## src/rtl/bpe_pkg.sv

```systemverilog
`timescale 1ns / 1ps
// ----------------------------------------------------------------------------
// bpe_pkg: shared definitions of the bezier point evaluator
// Fixed-point formats, register indexes and the buses between the units.
// ----------------------------------------------------------------------------
package bpe_pkg;

	// coordinate and curve parameter formats
	localparam int COORD_WIDTH     = 16;
	localparam int PARAM_FRAC_BITS = 16;

	localparam int NUM_PTS   = 4;
	localparam int NUM_AXES  = 3;
	localparam int PARAM_W   = PARAM_FRAC_BITS + 1;
	localparam int WGT_W     = PARAM_FRAC_BITS + 1;
	localparam int PT_W      = NUM_AXES * COORD_WIDTH;
	localparam int CFG_IDX_W = 3;

	// 1.0 in the curve parameter format
	localparam logic [PARAM_W-1:0] PARAM_ONE = {1'b1, {PARAM_FRAC_BITS{1'b0}}};

	// configuration register indexes
	typedef enum logic [CFG_IDX_W-1:0] {
		REG_CUBIC_MODE  = 3'd0,
		REG_POINT_ZERO  = 3'd1,
		REG_POINT_ONE   = 3'd2,
		REG_POINT_TWO   = 3'd3,
		REG_POINT_THREE = 3'd4
	} cfg_reg_t;

	// register file contents
	typedef struct packed {
		logic                           cubic_mode;
		logic [NUM_PTS-1:0][PT_W-1:0]   pts;
	} cfg_t;

	// bernstein weights with their valid bit
	typedef struct packed {
		logic                           valid;
		logic [NUM_PTS-1:0][WGT_W-1:0]  w;
	} wgt_bus_t;

endpackage

```

## src/rtl/bpe_weight_gen.sv

```systemverilog
`timescale 1ns / 1ps
// ----------------------------------------------------------------------------
// bpe_weight_gen: bernstein weight pipeline
// Clamps t, forms the rounded squares, then the quadratic or cubic weights.
// ----------------------------------------------------------------------------
module bpe_weight_gen (
	input  logic                              clk,
	input  logic                              arst_n,
	input  logic                              in_valid,
	input  logic [bpe_pkg::PARAM_W-1:0]       curve_param,
	input  logic                              cubic_mode,
	output bpe_pkg::wgt_bus_t                 wgt
);

	localparam int F     = bpe_pkg::PARAM_FRAC_BITS;
	localparam int PW    = bpe_pkg::PARAM_W;
	localparam int WW    = bpe_pkg::WGT_W;
	localparam int TRI_W = PW + 1;
	localparam int SQ_W  = 2 * PW;
	localparam int CUB_W = WW + TRI_W;

	localparam logic [SQ_W+1:0]  SQ_HALF  = (SQ_W+2)'(1) << (F - 1);
	localparam logic [CUB_W:0]   CUB_HALF = (CUB_W+1)'(1) << (F - 1);

	// stage 1 registers
	logic             valid_s1;
	logic [PW-1:0]    a_s1;
	logic [PW-1:0]    b_s1;

	// stage 2 registers
	logic             valid_s2;
	logic [PW-1:0]    a_s2;
	logic [PW-1:0]    b_s2;
	logic [TRI_W-1:0] a3_s2;
	logic [TRI_W-1:0] b3_s2;
	logic [WW-1:0]    a2_s2;
	logic [WW-1:0]    b2_s2;
	logic [WW-1:0]    ab2_s2;

	// stage 3 registers
	logic                                 valid_s3;
	logic [bpe_pkg::NUM_PTS-1:0][WW-1:0]  w_s3;

	logic [PW-1:0]    a_clamp;
	logic [SQ_W-1:0]  aa;
	logic [SQ_W-1:0]  bb;
	logic [SQ_W-1:0]  ab;
	logic [SQ_W+1:0]  aa_rnd;
	logic [SQ_W+1:0]  bb_rnd;
	logic [SQ_W+1:0]  ab2_rnd;
	logic [CUB_W-1:0] p0;
	logic [CUB_W-1:0] p1;
	logic [CUB_W-1:0] p2;
	logic [CUB_W-1:0] p3;
	logic [CUB_W:0]   p0_rnd;
	logic [CUB_W:0]   p1_rnd;
	logic [CUB_W:0]   p2_rnd;
	logic [CUB_W:0]   p3_rnd;
	logic [bpe_pkg::NUM_PTS-1:0][WW-1:0]  w_next;

	// t above one saturates to one
	assign a_clamp = (curve_param > bpe_pkg::PARAM_ONE) ? bpe_pkg::PARAM_ONE : curve_param;

	// stage 1: clamp and complement
	always_ff @(posedge clk) begin
		a_s1 <= a_clamp;
		b_s1 <= bpe_pkg::PARAM_ONE - a_clamp;
	end

	// stage 2 math: squares and cross term, rounded half up
	assign aa      = a_s1 * a_s1;
	assign bb      = b_s1 * b_s1;
	assign ab      = a_s1 * b_s1;
	assign aa_rnd  = (SQ_W+2)'(aa) + SQ_HALF;
	assign bb_rnd  = (SQ_W+2)'(bb) + SQ_HALF;
	assign ab2_rnd = {1'b0, ab, 1'b0} + SQ_HALF;

	always_ff @(posedge clk) begin
		a_s2   <= a_s1;
		b_s2   <= b_s1;
		a3_s2  <= {a_s1, 1'b0} + TRI_W'(a_s1);
		b3_s2  <= {b_s1, 1'b0} + TRI_W'(b_s1);
		a2_s2  <= aa_rnd[F +: WW];
		b2_s2  <= bb_rnd[F +: WW];
		ab2_s2 <= ab2_rnd[F +: WW];
	end

	// stage 3 math: cubic terms from the rounded squares
	assign p0     = b2_s2 * b_s2;
	assign p1     = a3_s2 * b2_s2;
	assign p2     = a2_s2 * b3_s2;
	assign p3     = a2_s2 * a_s2;
	assign p0_rnd = (CUB_W+1)'(p0) + CUB_HALF;
	assign p1_rnd = (CUB_W+1)'(p1) + CUB_HALF;
	assign p2_rnd = (CUB_W+1)'(p2) + CUB_HALF;
	assign p3_rnd = (CUB_W+1)'(p3) + CUB_HALF;

	// weight select by curve order
	always_comb begin
		if (cubic_mode) begin
			w_next[0] = p0_rnd[F +: WW];
			w_next[1] = p1_rnd[F +: WW];
			w_next[2] = p2_rnd[F +: WW];
			w_next[3] = p3_rnd[F +: WW];
		end else begin
			w_next[0] = b2_s2;
			w_next[1] = ab2_s2;
			w_next[2] = a2_s2;
			w_next[3] = '0;
		end
	end

	always_ff @(posedge clk) begin
		w_s3 <= w_next;
	end

	// valid bits follow the data
	always_ff @(posedge clk or negedge arst_n) begin
		if (!arst_n) begin
			valid_s1 <= 1'b0;
			valid_s2 <= 1'b0;
			valid_s3 <= 1'b0;
		end else begin
			valid_s1 <= in_valid;
			valid_s2 <= valid_s1;
			valid_s3 <= valid_s2;
		end
	end

	assign wgt.valid = valid_s3;
	assign wgt.w     = w_s3;

endmodule

```

## config.mk

```make
export PLATFORM = sky130hd
export DESIGN_NAME = bpe_weight_gen
export DESIGN_NICKNAME = d
export VERILOG_FILES = /design/src/rtl/bpe_pkg.sv /design/src/rtl/bpe_weight_gen.sv
export SDC_FILE = /design/constraint.sdc
export NUM_CORES = 2
export LEC_CHECK = 0
export BUFFER_PORTS_ARGS = -buffer_cell sky130_fd_sc_hd__buf_2
export CORE_ASPECT_RATIO = 0.8
export CORE_UTILIZATION = 31
export DETAILED_ROUTE_END_ITERATION = 8
export GPL_TIMING_DRIVEN = 0
export PLACE_DENSITY = 0.45
export SLEW_MARGIN = 10
export SYNTH_ARGS = -nofsm -noshare
export SYNTH_HDL_FRONTEND = slang
export SYNTH_SLANG_ARGS = --single-unit
```

## constraint.sdc

```tcl
create_clock -name clk -period 7.9 [get_ports clk]
set_input_delay 0 -clock clk [delete_from_list [all_inputs] [get_ports clk]]
set_output_delay 0 -clock clk [all_outputs]
set_load 0.02 [all_outputs]
```

Yosys cells after proc, flatten, opt, wreduce, memory -nomap -nowiden
Cells that the tools add are included.
{ "word_totals": {"in_bits": 21, "output_inout_bits": 69, "reg_bits": 226, "elab_cells": 36} }
{ "classes": {"magnitude_cmp": 1, "muxes": 2, "addsub": 10, "n_mul": 7} }
{ "ops": {"columns": ["operator", "count"], "rows": [
  ["$add A33 B16 Y33 const B", 7],
  ["$mul A17 B17 Y33", 4],
  ["$mux W51", 1],
  ["$add A18 B17 Y18", 2],
  ["$mul A17 B18 Y33", 1],
  ["$mul A18 B17 Y33", 1],
  ["$mul A17 B17 Y32", 1],
  ["$gt A17 B17 Y1 const B", 1],
  ["$mux W17", 1],
  ["$sub A17 B17 Y17 const A", 1]
]} }

Logic depth before layout (Yosys ltp)
{ "logic_depth": {"depth_word": 3, "depth_mapped": 27, "mapped_depth_nobuf": 26} }

Worst setup path after synthesis
No wires, ideal clock.
{ "synth_timing": {"kind": "register -> register", "from": "register a_s1[16]", "to": "register ab2_s2[16]", "required_time_ns": 7.828, "path_buffers": 5, "period_less_slack_ns": 6.791, "setup_slack_ns": 1.109, "setup_time_ns": 0.072, "t_arrival_ns": 6.719, "path_stages_with_launch": 27, "cell_sequence": "dfxtp_1 clkbuf_1 clkbuf_1 clkbuf_1 nand2_1 fa_1 fa_1 inv_1 fa_1 fa_1 fa_1 inv_1 fa_1 inv_1 ha_1 buf_2 o21ai_1 or2_1 a21bo_1 a31oi_4 nor2_2 xor2_1 or3_1 clkbuf_1 o31a_1 nor3_2 xnor2_1"} }
{ "synth_between": {"elab_chain_len": 2} }
{ "synth_rtl": {"columns": ["item", "line", "rtl"], "rows": [
  ["from (decl)", "bpe_weight_gen.sv:27", "logic [PW-1:0] a_s1;"],
  ["from (signal assigned)", "bpe_weight_gen.sv:66", "a_s1 <= a_clamp;"],
  ["$mul A17 B17 Y32", "bpe_weight_gen.sv:73", "assign ab = a_s1 * b_s1;"],
  ["$add A33 B16 Y33", "bpe_weight_gen.sv:76", "assign ab2_rnd = {1'b0, ab, 1'b0} + SQ_HALF;"],
  ["via ab2_rnd[32]", "bpe_weight_gen.sv:50", "logic [SQ_W+1:0] ab2_rnd;"],
  ["to (signal assigned)", "bpe_weight_gen.sv:85", "ab2_s2 <= ab2_rnd[F +: WW];"],
  ["to (decl)", "bpe_weight_gen.sv:38", "logic [WW-1:0] ab2_s2;"]
]} }
The timed path passes the listed nets, and every way through them passes these cells.
A chain may end at the register's enable or synchronous reset.

Worst setup path in the final report
{ "layout_timing": {"from": "register b_s1[11]", "to": "register ab2_s2[16]"} }
{ "layout_between": {"elab_chain_len": 2} }
{ "layout_rtl": {"columns": ["item", "line", "rtl"], "rows": [
  ["from (decl)", "bpe_weight_gen.sv:28", "logic [PW-1:0] b_s1;"],
  ["from (signal assigned)", "bpe_weight_gen.sv:67", "b_s1 <= bpe_pkg::PARAM_ONE - a_clamp;"],
  ["$mul A17 B17 Y32", "bpe_weight_gen.sv:73", null],
  ["$add A33 B16 Y33", "bpe_weight_gen.sv:76", null],
  ["via ab2_rnd[32]", "bpe_weight_gen.sv:50", null]
]} }
The timed path passes the listed nets, and every way through them passes these cells.

==> summary.md <==
| Metric | Value |
|---|---|
| Total routed wirelength | `227 mm` |
| Initial drt markers | `about 3100` |
| Cell count of the worst hold path | `4` |
| Most frequent CP cell | `fa_1` |
| Initial core utilization | `roughly 31%` |
| Multi-input gate area | `approximately 0.055 mm2` |
| Crit path cell chain | `inv_1, nor2_1, fa_1, inv_1, fa_1, inv_1, fa_1, fa_1, fa_1, inv_1, fa_1, inv_1, ha_1, buf_2, and3_1, a31oi_1, a31oi_4, buf_4, o31ai_1, xnor2_2, nand4b_1, o31a_1, nor3_2, xnor2_2` |
| Clock latency on the worst-skew pair | `between 600 and 700 ps` |
| FF-to-FF setup slack | `180 ps` |
| Post-Syn Area | `0.0681 mm2` |
| Fin crit period | `7720 ps` |
| Vias per cell | `4.66` |
| CTS tree | `done` |
| Hold Startpoint | `curve_param[1]` |
| Fraction of synthesis flops using an asynchronous set or reset pin | `1.35%` |
| Root buffer cell | `clkbuf_16` |
| RR Startpoint | `b_s1[11]$_DFF_P_` |
| Clk buf depth | `3` |
| Slew @ Worst Pin | `1190 ps` |
| Prevailing post-synth register cell | `dfxtp_1` |
| Drt pass-1 iters | `6` |
| Largest net degree at the start of global routing | `15` |
| EDFF count, synth | `0` |
| Post-layout nets | `between 9000 and 10000` |
| Ranking of synthesized cells by area | `fa_1, ha_1, inv_1, dfxtp_1, nand2_1` |
| Worst Skew | `25.1 ps` |
| Htree depth | `2` |
| Post-DP HPWL | `194 mm` |
| Antenna violations before repair | `31` |
| CP Max Fanout | `12` |
| Worst endpoint required time | `approximately 8400 ps` |
| First-pass GRT wire length | `about 350 mm` |
| CTS Sinks | `around 220` |
| Final Cycle Share | `97.7%` |
| Detail Route Antenna Nets | `0` |
| CP Launch Type | `flip-flop` |
| Detailed-route via count | `49005` |
| Die area | `0.222 mm2` |
| Number of global-route vias before repair | `around 52000` |
| Syn Inst Count | `7477` |
| Final slew viol count | `0` |
| Max stage delay on crit path | `about 660 ps` |
| Yosys Warn Count | `0` |
| #FFs+latches synth | `222` |
| Commonest non-fill, non-tap cell in the layout | `inv_1` |
| Mapped Nets | `9830` |
| # fillers | `around 23000` |
| Fraction of layout instances using a drive strength above 1 | `approximately 5.7%` |
| Sequential cell area | `0.00454 mm2` |
| Distinct cells, synth | `90` |
| # setup viols final | `0` |
| Register area share after synthesis | `6.55%` |
| CTS Buf Count | `35` |
| IO Pins | `90` |
| Endpoints failing hold | `0` |
| Crit Path Class | `flip-flop to flip-flop` |
| Area growth, synth to finish | `8.72%` |
| GR Util All Layers | `a little over a fifth` |
| Outcome | `finished, final reports clean` |
| Post-Syn Area per Cell | `9.11 um2` |
| Leading cell types in the layout, fill and taps excluded | `inv_1, fa_1, nand2_1` |
| Yosys top cell area share | `45.0%` |
| Critical-path top delay cell | `inv_1` |
| Hold WC Path Type | `input pin to flip-flop` |
| Site Rows | `between 150 and 200` |
| Maximum clock frequency | `0.130 GHz` |
| GR Overflow Total | `0` |
| IO buf count | `87` |
| RePlAce Congestion | `0.933` |
| Reg clk slew, reported paths | `70 ps` |
| RR Endpoint | `ab2_s2[16]$_DFF_P_` |
| Width of the die | `around 530 um` |
| CORE AREA | `approximately 0.22 mm2` |
| WP data arrival | `8220 ps` |
| Cell accounting for the most synthesized area | `fa_1` |
| WHS | `194 ps` |
| Cells on worst reg2reg path | `24` |
| Die H | `421 um` |
| DRC | `0` |
| CP Capture Type | `flip-flop` |
| Hold EP | `a_s1[1]$_DFF_P_` |
| Avg WL per Cell | `about 22 um` |
| Slew HR | `21.0%` |
| Total of max-cap violations | `0` |
[cell families (layout without fill, tap and decap cells)]
| kind of cell | count (synthesis) | after routing | synth area share, % |
|---|---|---|---|
| adders and majority gates | 2332 | 2332 | 59.7 |
| DFF | 222 | 222 | 6.55 |
| xor gates and xnor gates | 188 | 188 | 2.42 |
| other | 0 | 10 | 0 |
| and+or+nand+nor | 2096 | 2096 | 14.6 |
| AOI/OAI and AO/OA | 373 | 373 | 3.76 |
| muxes | 39 | 39 | 0.638 |
| buffers and inverters | 2227 | 2378 | 12.3 |
[per-stage QoR]
stage          setup slack [ps]  setup TNS, ps  cell area, um2  utilization, %  std cells
6_report                    181              0           74000            34.0      10505
2_1_floorplan              1110              0           68100               -       7477
3_3_place_gp              -1180         -17690           72100            33.1      10431
3_5_place_dp              -1260         -19110           72100            33.1      10432
4_1_cts                   -47.2          -47.2           73800            33.9      10504
5_1_grt                   -18.9          -18.9           74000            34.0      10495
[registers in the layout, summed over array words and instances, names as in the netlist, 16 cells and up]
| signal | flops |
|---|---|
| a3_s2 | 17 |
| b2_s2 | 17 |
| a_s2 | 16 |
| b3_s2 | 18 |
| a2_s2 | 17 |
| b_s2 | 16 |
| b_s1 | 17 |
| ab2_s2 | 17 |
| wgt | 68 |
| a_s1 | 16 |
[synth_stat cells (15+ instances only)]
cell	instances
a211oi_1	16
a21o_1	43
a21oi_1	111
a31oi_1	15
and2_1	598
and3_1	22
clkbuf_1	320
dfxtp_1	219
fa_1	1531
ha_1	801
inv_1	1891
mux2_2	35
nand2_1	1060
nand3_1	38
nand4_1	16
nor2_1	200
nor2b_1	26
nor3_1	48
o21a_1	17
o21ai_0	52
xnor2_1	134
xor2_1	54
[layout make-up]
class,instances,area share (%)
Buffer,292,1.80
Timing Repair Buffer,123,1.03
Inverter,1899,9.66
Clock buffer,43,1.26
Sequential cell,222,6.13
Clock inverter,21,0.487
Antenna cell,10,0.0338
Multi-Input combinational cell,5028,74.7
Tap cell,2867,4.85
[per-layer routing]
layer / part of all wire [%] / routed length [um] / up-vias / track usage, %
met3: 6.6 / 15100 / 264 / 3.36
li1: - / - / 22248 / -
met1: 48 / 109000 / 25026 / 31.0
met5: 0.015 / 34 / - / 0
met2: 43 / 96900 / 1461 / 31.7
met4: 2.7 / 6110 / 6 / 4.88
[how the worst max path moves through the flow]
stage,from,endpoint,slack (ps),cells past startpoint
final,b_s1[11]$_DFF_P_,ab2_s2[16]$_DFF_P_,180,24
after CTS,a_s1[16]$_DFF_P_,ab2_s2[16]$_DFF_P_,-50,26
after floorplan,a_s1[16]$_DFF_P_,ab2_s2[16]$_DFF_P_,1110,26
after global routing,a_s1[4]$_DFF_P_,ab2_s2[16]$_DFF_P_,-20,24
after detailed placement,a_s1[5]$_DFF_P_,ab2_s2[16]$_DFF_P_,-1260,26
after global placement,a_s1[4]$_DFF_P_,ab2_s2[16]$_DFF_P_,-1180,25
[critical path, delay by kind of cell (launching register included)]
family / cells / cell delay, ps
and+or+nand+nor: 4 / 900
DFF: 1 / 390
buffers and inverters: 7 / 1250
AOI/OAI and AO/OA: 4 / 1200
adders and majority gates: 7 / 3350
xor gates and xnor gates: 2 / 450
[timing repair]
| action | 4_1_cts | 5_1_grt |
|---|---|---|
| gates resized for setup | 104 | 217 |
| hold endpoints to repair | 38 | 0 |
| setup buffers | 0 | 11 |
| pin swaps | 0 | 3 |
| endpoints found under the setup margin | 56 | 27 |
| gates cloned | 0 | 0 |
| hold buffers | 24 | 0 |
Power is left out: the tool's default activity adds up to more than one toggle a clock period on the data nets, which glitch-free logic cannot reach.
