**config.mk**
```make
export PLATFORM = sky130hd
export DESIGN_NAME = bpe_cfg_regs
export DESIGN_NICKNAME = d
export VERILOG_FILES = /design/src/rtl/bpe_pkg.sv /design/src/rtl/bpe_cfg_regs.sv
export SDC_FILE = /design/constraint.sdc
export NUM_CORES = 1
export LEC_CHECK = 0
export ABC_AREA = 1
export BUFFER_PORTS_ARGS = -buffer_cell sky130_fd_sc_hd__buf_2
export CAP_MARGIN = 15
export CORE_MARGIN = 5
export CORE_UTILIZATION = 54
export DETAILED_ROUTE_END_ITERATION = 12
export GPL_ROUTABILITY_DRIVEN = 0
export GPL_TIMING_DRIVEN = 0
export PLACE_DENSITY_LB_ADDON = 0.15
export SYNTH_ARGS = -nofsm -noshare
export SYNTH_HDL_FRONTEND = slang
export SYNTH_SLANG_ARGS = --single-unit
```
**constraint.sdc**
```tcl
create_clock -name clk -period 1.3 [get_ports clk]
set_input_delay 0.195 -clock clk [delete_from_list [all_inputs] [get_ports clk]]
set_output_delay 0.195 -clock clk [all_outputs]
set_load 0.03 [all_outputs]
```
**src/rtl/bpe_pkg.sv**
```systemverilog
`timescale 1ns / 1ps
// ----------------------------------------------------------------------------
// bpe_pkg: shared definitions of the bezier point evaluator
// Fixed-point formats, register indexes and the buses between the units.
// ----------------------------------------------------------------------------
package bpe_pkg;

	// coordinate and curve parameter formats
	localparam int COORD_WIDTH     = 16;
	localparam int PARAM_FRAC_BITS = 16;

	localparam int NUM_PTS   = 4;
	localparam int NUM_AXES  = 3;
	localparam int PARAM_W   = PARAM_FRAC_BITS + 1;
	localparam int WGT_W     = PARAM_FRAC_BITS + 1;
	localparam int PT_W      = NUM_AXES * COORD_WIDTH;
	localparam int CFG_IDX_W = 3;

	// 1.0 in the curve parameter format
	localparam logic [PARAM_W-1:0] PARAM_ONE = {1'b1, {PARAM_FRAC_BITS{1'b0}}};

	// configuration register indexes
	typedef enum logic [CFG_IDX_W-1:0] {
		REG_CUBIC_MODE  = 3'd0,
		REG_POINT_ZERO  = 3'd1,
		REG_POINT_ONE   = 3'd2,
		REG_POINT_TWO   = 3'd3,
		REG_POINT_THREE = 3'd4
	} cfg_reg_t;

	// register file contents
	typedef struct packed {
		logic                           cubic_mode;
		logic [NUM_PTS-1:0][PT_W-1:0]   pts;
	} cfg_t;

	// bernstein weights with their valid bit
	typedef struct packed {
		logic                           valid;
		logic [NUM_PTS-1:0][WGT_W-1:0]  w;
	} wgt_bus_t;

endpackage

```
**src/rtl/bpe_cfg_regs.sv**
```systemverilog
`timescale 1ns / 1ps
// ----------------------------------------------------------------------------
// bpe_cfg_regs: configuration register file
// Holds the curve mode and the four packed control points.
// ----------------------------------------------------------------------------
module bpe_cfg_regs (
	input  logic                              clk,
	input  logic                              arst_n,
	input  logic                              cfg_valid,
	output logic                              cfg_ready,
	input  logic [bpe_pkg::CFG_IDX_W-1:0]     cfg_index,
	input  logic [bpe_pkg::PT_W-1:0]          cfg_data,
	output bpe_pkg::cfg_t                     cfg
);

	bpe_pkg::cfg_t cfg_q;

	// a write word is taken every cycle
	assign cfg_ready = 1'b1;

	// register writes, unknown indexes are dropped
	always_ff @(posedge clk or negedge arst_n) begin
		if (!arst_n) begin
			cfg_q <= '0;
		end else if (cfg_valid) begin
			case (cfg_index)
				bpe_pkg::REG_CUBIC_MODE: begin
					cfg_q.cubic_mode <= cfg_data[0];
				end
				bpe_pkg::REG_POINT_ZERO: begin
					cfg_q.pts[0] <= cfg_data;
				end
				bpe_pkg::REG_POINT_ONE: begin
					cfg_q.pts[1] <= cfg_data;
				end
				bpe_pkg::REG_POINT_TWO: begin
					cfg_q.pts[2] <= cfg_data;
				end
				bpe_pkg::REG_POINT_THREE: begin
					cfg_q.pts[3] <= cfg_data;
				end
				default: begin
					cfg_q <= cfg_q;
				end
			endcase
		end
	end

	assign cfg = cfg_q;

endmodule

```
Word level (Yosys, flattened, before mapping)
Cells that the tools add are included.
W data, S select, Z words.
{ "totals": {"regBits": 193, "latchBits": 0, "ramBits": 0, "romBits": 0, "in_bits": 54, "output_inout_bits": 194, "wordCells": 15, "mem_count": 0} }
{ "classes": {"addsub": 0, "n_mul": 0, "n_div": 0, "magnitude_cmp": 0, "n_eq_ne": 4, "shift": 0, "mux": 0, "n_bitwise": 0, "reduce_logical": 6} }
{ "op_table": {"columns": ["operator", "count"], "rows": [
  ["$reduce_and A2 Y1", 5],
  ["$eq A3 B2 Y1 const B", 2],
  ["$eq A3 B1 Y1 const B", 1],
  ["$eq A3 B3 Y1 const B", 1],
  ["$logic_not A3 Y1", 1]
]} }

Depth between registers and ports, before layout
Gate-level depths: netlist of the first run.
{ "depth": {"word_depth": 2, "mapped_depth": 8, "depth_no_buf": 5} }

Worst setup path before layout of the first run
Ideal clock, no wire load.
{ "synth_timing": {"path_kind": "input to register", "from": "input port cfg_valid", "to": "register cfg_q (netlist bit cfg[17])", "setup_time_ps": 118, "arrival_ps": 943, "t_required_ps": 1182, "slack_ps": 240, "cell_stages": 8, "n_path_buf": 3, "path_cell_list": "inv_1 nor2_1 buf_4 nand2_1 buf_2 buf_6 nand2_1 nand2_1"} }
{ "synth_between": {"elab_chain_len": 1} }
{ "synth_rtl": {"columns": ["item", "line", "rtl"], "rows": [
  ["from (decl)", "bpe_cfg_regs.sv:9", "input logic cfg_valid,"],
  ["$reduce_and A2 Y1 (no line)", null, null],
  ["to (signal assigned)", "bpe_cfg_regs.sv:43", "cfg_q <= cfg_q;"],
  ["to (decl)", "bpe_cfg_regs.sv:16", "bpe_pkg::cfg_t cfg_q;"]
]} }
Every way passes these cells.
A chain may end at the register's enable or synchronous reset.

Final worst setup path of the first run
{ "layout_timing": {"from": "register cfg_q (netlist bit cfg[35])", "to": "output port cfg[35] (netlist bit)"} }
{ "layout_lines": {"columns": ["item", "line", "rtl"], "rows": [
  ["to (decl)", "bpe_cfg_regs.sv:13", "output bpe_pkg::cfg_t cfg"]
]} }
No word-level cell between the ends.

==> run summary, run 1 <==
The portion of the clock cycle consumed by the worst path in the final layout was 93.3%. The share of layout cells above drive strength 1 works out to 27.6%. The slowest library cell on the worst path is sky130_fd_sc_hd__dfrtp_1. The wire length on met1 was 9040 um; the adder-cell area share of the yosys netlist was 0%. Sequential-to-total area share from yosys stat: 63.8%. The post-synthesis mux area share was 0%. Once detail routing completed, the nets flagged for antenna violations numbered 0. The area growth from synthesis to final layout is 27.1%, and the delay of the slowest critical-path stage is 400 ps. In this run the cell area measured after placement is 0.00907 sq mm. Entering global routing, the biggest net connects 103 pins. Timing would allow up to 825 MHz. Broken down by cell family, the worst path's largest delay share belongs to flip-flops.

The die outline area came out at 0.0165 sq mm. After detailed routing, the number of vias per cell comes to 5.14. After global routing the overflow that remains totals 0. The detailed router finished its first iteration with 480 violations.

Critical setup path kind: register to output port. Detailed placement ended at an HPWL of 15300 um. The initial antenna violation count was 0; the maximum ir drop on the vdd rail was 879 uV. TritonCTS built the clock tree.

Power per standard cell area: 1870 mW/mm^2. Counting the buffers created by CTS gives 17. Utilization after layout: 69.6%.

The starting density of the core is 54.8%. In this run the top signal layer used is met4. For the worst setup path, the data arrival time is 1020 ps.

The clock slew seen by the registers of the worst setup and hold paths is 70 ps. The tools report the hold violation count in the final report as 91. For this run, design rule violations remaining after detail routing come to 0.

The post-placement worst setup slack was -275 ps. STA classifies the critical path endpoint as an output port. The synthesized netlist devotes 0% of its cell area to compound gates. The number of placement rows was 43; the count of TritonRoute iterations in the first routing pass was 5.

The relative slew slack is 54.0%. Synthesis produced 849 cells. The synthesized netlist contains 11 unique library cells.

The tools report the number of setup violations in the final report as 0. Combinational family with the most area after synthesis: simple AND/OR/NAND/NOR gates. After layout, the worst setup slack is 87.6 ps. In this run the number of H-tree levels came out at 4. Summing the areas of all xor and xnor instances in the mapped netlist gives 0% of the synthesized area. For this run, the total global-route usage over all layers was measured as 26.7%.

Pin placement for this block handled 248 I/O pins. The number of global-route vias before repair was 6433. In the layout the commonest cells are sky130_fd_sc_hd__nand2_1, sky130_fd_sc_hd__buf_2, sky130_fd_sc_hd__dfrtp_1. The checks that failed: hold timing. From bottom edge to top edge, the die measures 128 um.

The total buffers and inverters traversed by the critical path was 1. During synthesis, Yosys emitted a total of 0 warnings. The cell at the root of the clock tree is sky130_fd_sc_hd__clkbuf_16. The count of buffers added on input and output ports is 246. The first global-routing pass estimated 34100 um of wire. The overall die width is 128 um. The tools report the length of routed met3 wiring as 1930 um. The final layout contains 1169 nets. Setup repair after global routing left no endpoint under its margin.

The run finished, with violations left. Register bit total from synthesis: 193. The analysis attributes to cell leakage a power of 5.65 nW.

In the final routed layout, each cell accounts on average for 16.6 um. The register with the most flip-flops in the layout has 193 of them. The design draws 0.0180 W.

With fillers left out, the area of the finished cells amounts to 0.00963 sq mm. The max-cap violation count was 0. 0 antenna diodes ended up in the layout.

After detailed routing, the total wire length is 21700 um. After detailed routing, the met2 layer carries 10400 um of wire. In this run the standard cell core region covers 0.0138 sq mm.

Counting the fill cells in the layout gives 1169. Class of the most critical hold timing path: input port to async pin. The tools report the via count as 6708. The critical path startpoint category was a register.

The logs give 0 for the number of pins with negative max-slew slack in the final report and 2 for the number of buffers on the longest clock path. Walking the worst path, the cells encountered are buf_2. Summing the areas of all and, or, nand and nor instances in the mapped netlist gives 31.8% of the synthesized area. The run gives -240 ps as the worst hold-check slack.

Clock latency on the worst-skew pair, taken at its later pin, is 420 ps. Along the worst path, the maximum fanout reaches 2. STA puts the critical path data required time at 1110 ps. The smallest clock period supported by the final layout is computed as 1210 ps. At the pin with the least slew margin, the transition time is 690 ps. For the number of sinks handled by clock tree synthesis, the log shows 193. Setup clock skew after layout: 0 ps. For the post-synthesis net count, the log shows 903.

The logs give 0 for the post-CTS setup-driven buffer insertion count and 0.00757 sq mm for the total standard cell area after synthesis. After synthesis, the mean cell area works out to 8.92 sq um. Leaving out fill and tap cells, the most frequent cell in the layout is sky130_fd_sc_hd__nand2_1.
[repair_timing]
| action | 4_1_cts | 5_1_grt |
|---|---|---|
| gates resized for setup | 0 | 0 |
| endpoints found under the setup margin | 0 | 0 |
| hold endpoints to repair | 91 | 91 |
[per-layer routing]
layer / vias up / GRT usage (%)
met1: 3236 / 36.7
met5: - / 0
met3: 27 / 7.47
met2: 245 / 42.2
li1: 3200 / -
met4: 0 / 7.18
[logic make-up after synthesis]
logic type,after synthesis
simple gates,592
flops,193
buf+inv,63
other cells,1
[cell type report]
class | instances | area, sq um | area share [%]
clock buffers | 23 | 478 | 4.96
well taps | 180 | 225 | 2.34
plain buffers | 57 | 307 | 3.18
flip-flops and latches | 193 | 4830 | 50.2
multi-input cells | 593 | 2410 | 25.1
repair buffers | 247 | 1270 | 13.2
inverters | 6 | 22.5 | 0.234
clock inverters | 6 | 82.6 | 0.858
[cells in the mapped netlist]
master,instances,area [sq um]
sky130_fd_sc_hd__buf_2,20,100
sky130_fd_sc_hd__buf_4,10,75.1
sky130_fd_sc_hd__buf_6,4,45.0
sky130_fd_sc_hd__clkbuf_1,23,86.3
sky130_fd_sc_hd__conb_1,1,3.75
sky130_fd_sc_hd__dfrtp_1,193,4830
sky130_fd_sc_hd__inv_1,6,22.5
sky130_fd_sc_hd__nand2_1,442,1660
sky130_fd_sc_hd__nand3_1,145,726
sky130_fd_sc_hd__nor2_1,2,7.51
sky130_fd_sc_hd__nor2_2,3,18.8
[report_power, final]
group | total, W | leakage [nW] | switching (W) | internal, W
Combinational | 0.00523 | 2.95 | 0.00388 | 0.00135
Clock | 0.00507 | 0.275 | 0.00212 | 0.00295
Sequential | 0.00774 | 2.43 | 0.000609 | 0.00713
[worst reg2reg max path: stages (launching register included)]
cell and delay, ps:
sky130_fd_sc_hd__dfrtp_1 400, sky130_fd_sc_hd__nand2_1 90, sky130_fd_sc_hd__nand2_1 50
[through the flow]
stage	hold slack (ps)	TNS [ps]	instances
3_3_place_gp	449	-606670	1275
3_5_place_dp	252	-13790	1276
2_1_floorplan	-101	0	849
6_report	-240	0	1305
5_1_grt	-171	0	1305
4_1_cts	-205	0	1305
[worst paths after layout]
path	slack (ps)	from	depth (start not counted)	endpoint
max	90	cfg[35]$_DFFE_PN0P_	1	cfg[35]
min	-240	arst_n	1	cfg[183]$_DFFE_PN0P_
max reg2reg	650	cfg[11]$_DFFE_PN0P_	2	cfg[11]$_DFFE_PN0P_
min reg2reg	460	cfg[50]$_DFFE_PN0P_	2	cfg[50]$_DFFE_PN0P_
max in group asynchronous	620	arst_n	2	cfg[168]$_DFFE_PN0P_
min in group clk	20	cfg_data[4]	3	cfg[100]$_DFFE_PN0P_
(Power assumes the default switching activity.)
==> inputs of run 2 (changes only) <==
- GPL_TIMING_DRIVEN: 0 -> default
- PLACE_DENSITY: default -> 0.84
- PLACE_DENSITY_LB_ADDON: 0.15 -> default
==> run summary, run 2 (synthesized netlist as in run 1, its figures left out) <==
The portion of the clock cycle consumed by the worst path in the final layout came out at 95.7%. The detailed-route wire length per cell was 17.6 um; the detail-routed via count per cell was 5.33. The class of the most critical hold timing path was input port to register. The DRC violation count after routing is 0, and the remaining antenna violation count is 0. The share of layout cells above drive strength 1 was 28.7%. Clock-pin slew was measured on the worst setup and hold paths at 70 ps. The tools report the initial antenna violation count as 0. Setup repair after global routing left no endpoint under its margin. The final critical delay including setup and external delays is 1240 ps.

Number of global-route vias before repair: 6778. Cell family contributing the most delay on the critical path: flip-flops. In this run the static leakage power is 5.70 nW. Once the floorplan was initialized, standard cells occupied 54.8% of the core.

By startpoint and endpoint, the worst setup path is classified as register to output port. The worst register-to-register path begins at cfg[132]$_DFFE_PN0P_. The tools report the hold violation count in the final report as 0. Leaving out fill and tap cells, the most frequent cell in the layout is sky130_fd_sc_hd__nand2_1. In this run the vertical extent of the chip is 128 um. The first global-routing pass estimated 35700 um of wire.

Leaving out fill and tap cells, the most frequent cells in the layout are sky130_fd_sc_hd__nand2_1, sky130_fd_sc_hd__buf_2, sky130_fd_sc_hd__dfrtp_1. The tool flagged a number of max-cap violations equal to 0. The filler cells instantiated in the layout total 1029.

The number of setup violations in the final report is 0, and the sum of negative setup slack is 0 ps. The area growth from synthesis to final layout came out at 29.3%. Walking the worst path, the cells encountered are clkbuf_4. The region available for standard cell placement spans 0.0138 sq mm. Endpoint kind of the worst setup timing path: an output port. The run gives 0 as the diode insertion count for antenna repair. The tools report the critical path startpoint category as a register.

The delay of the slowest critical-path stage came out at 400 ps. The detailed router finished its first iteration with 617 violations. The number of flip-flops under the largest register name is 193, and the routed wire length is 22500 um. Entering global routing, the biggest net connects 49 pins. The total buffers and inverters traversed by the critical path came out at 1. Counting along the longest clock path gives a buffer depth of 2. Count of TritonRoute iterations in the first routing pass: 5. The number of pins with negative max-slew slack in the final report is 0.

The flow ran to the end, and the final reports show no timing, DRC or antenna violations. The slowest stage of the critical path belongs to the cell sky130_fd_sc_hd__dfrtp_1. For the total design power, the log shows 0.0183 W.

Based on the critical path, the design can be clocked at up to 804 MHz. The count of H-tree levels built during CTS was 4. The die covers 0.0165 sq mm. The detailed router placed 6835 vias in this run. The most critical setup path has its startpoint at cfg[132]$_DFFE_PN0P_.

The number of sinks handled by clock tree synthesis was 193; the area taken by multi-input logic gates was 0.00245 sq mm. The residual overflow from global routing is 0, and the global router's overall resource usage is 27.9%. Data on the critical path arrives at its endpoint at 1050 ps. The root buffer cell chosen for the clock tree is sky130_fd_sc_hd__clkbuf_16.

At the end of the flow, the number of nets in the layout was 1144. The number of buffer cells added on primary ports is 246. The largest driver fanout on the critical path was 2.

Summing all flip-flop and latch instances after layout gives 0.00483 sq mm. The tools report the required time of the worst setup path as 1110 ps. Between clock sinks in the finished design, the worst skew comes to 0 ps. Hold path startpoint: cfg_data[47]. The number of placement rows is 43, and the clock latency of the later-clocked register in the worst-skew pair is 430 ps. Power per standard cell area: 1870 mW/mm^2. The CTS buffer count is 17, and the detailed placement HPWL is 15500 um. Overall die width: 128 um. TritonCTS built the clock tree. The number of top-level pins came out at 248.

The worst-case IR drop observed on VDD is 917 uV.
## run 2: final timing paths
check	end	slack (ps)	cells after the start
worst max-delay path	cfg[132]	60	1
worst min-delay path	cfg[143]$_DFFE_PN0P_	10	3
worst max register to register	cfg[132]$_DFFE_PN0P_	530	3
worst min register to register	cfg[184]$_DFFE_PN0P_	470	2
max in group asynchronous	cfg[17]$_DFFE_PN0P_	520	3
min in group asynchronous	cfg[179]$_DFFE_PN0P_	240	2
## run 2: timing repair
item / 4_1_cts / 5_1_grt
endpoints found under the hold margin: 40 / 0
hold buffers: 4 / 0
buffers inserted: 0 / 1
setup endpoints to repair: 0 / 1
resized for setup: 0 / 1
## run 2: metrics by stage
stage	hold WS (ps)	cells	setup WS (ps)	area (sq um)	utilization (%)
after global placement	154	1246	140	9160	66.2
after CTS	0.870	1282	14.3	9780	70.7
after detailed placement	154	1246	75.7	9160	66.2
after floorplan	-101	849	240	7570	-
after global routing	1.37	1283	14.8	9790	70.8
final	13.4	1283	55.5	9790	70.8
## run 2: routing by layer
layer / share of wire [%] / wire [um] / track usage, % / vias to the layer above
li1: - / - / - / 3146
met1: 40 / 9010 / 37.2 / 3294
met2: 47 / 10600 / 43.5 / 342
met3: 10 / 2260 / 7.60 / 53
met4: 2.9 / 649 / 11.5 / 0
met5: 0 / 0 / 0 / -
## run 2: tightest hold or removal path: cells and delay by family
family | cells | cell delay [ps]
buf+inv | 1 | 120
simple gates | 2 | 110
## run 2: layout make-up
cell class | count | share of cell area [%]
sequential | 193 | 49.3
multi-input combinational | 593 | 25.1
timing repair buffer | 279 | 17.1
clock buffer | 17 | 4.35
tap | 180 | 2.30
clock inverter | 15 | 1.61
inverter | 6 | 0.230
## run 2: power breakdown
group	leakage [nW]	internal (W)	total, W	switching (W)
sequential	2.43	0.00713	0.00778	0.000649
combinational	2.98	0.00140	0.00530	0.00390
clock	0.288	0.00285	0.00522	0.00237
total	5.70	0.0114	0.0183	0.00691
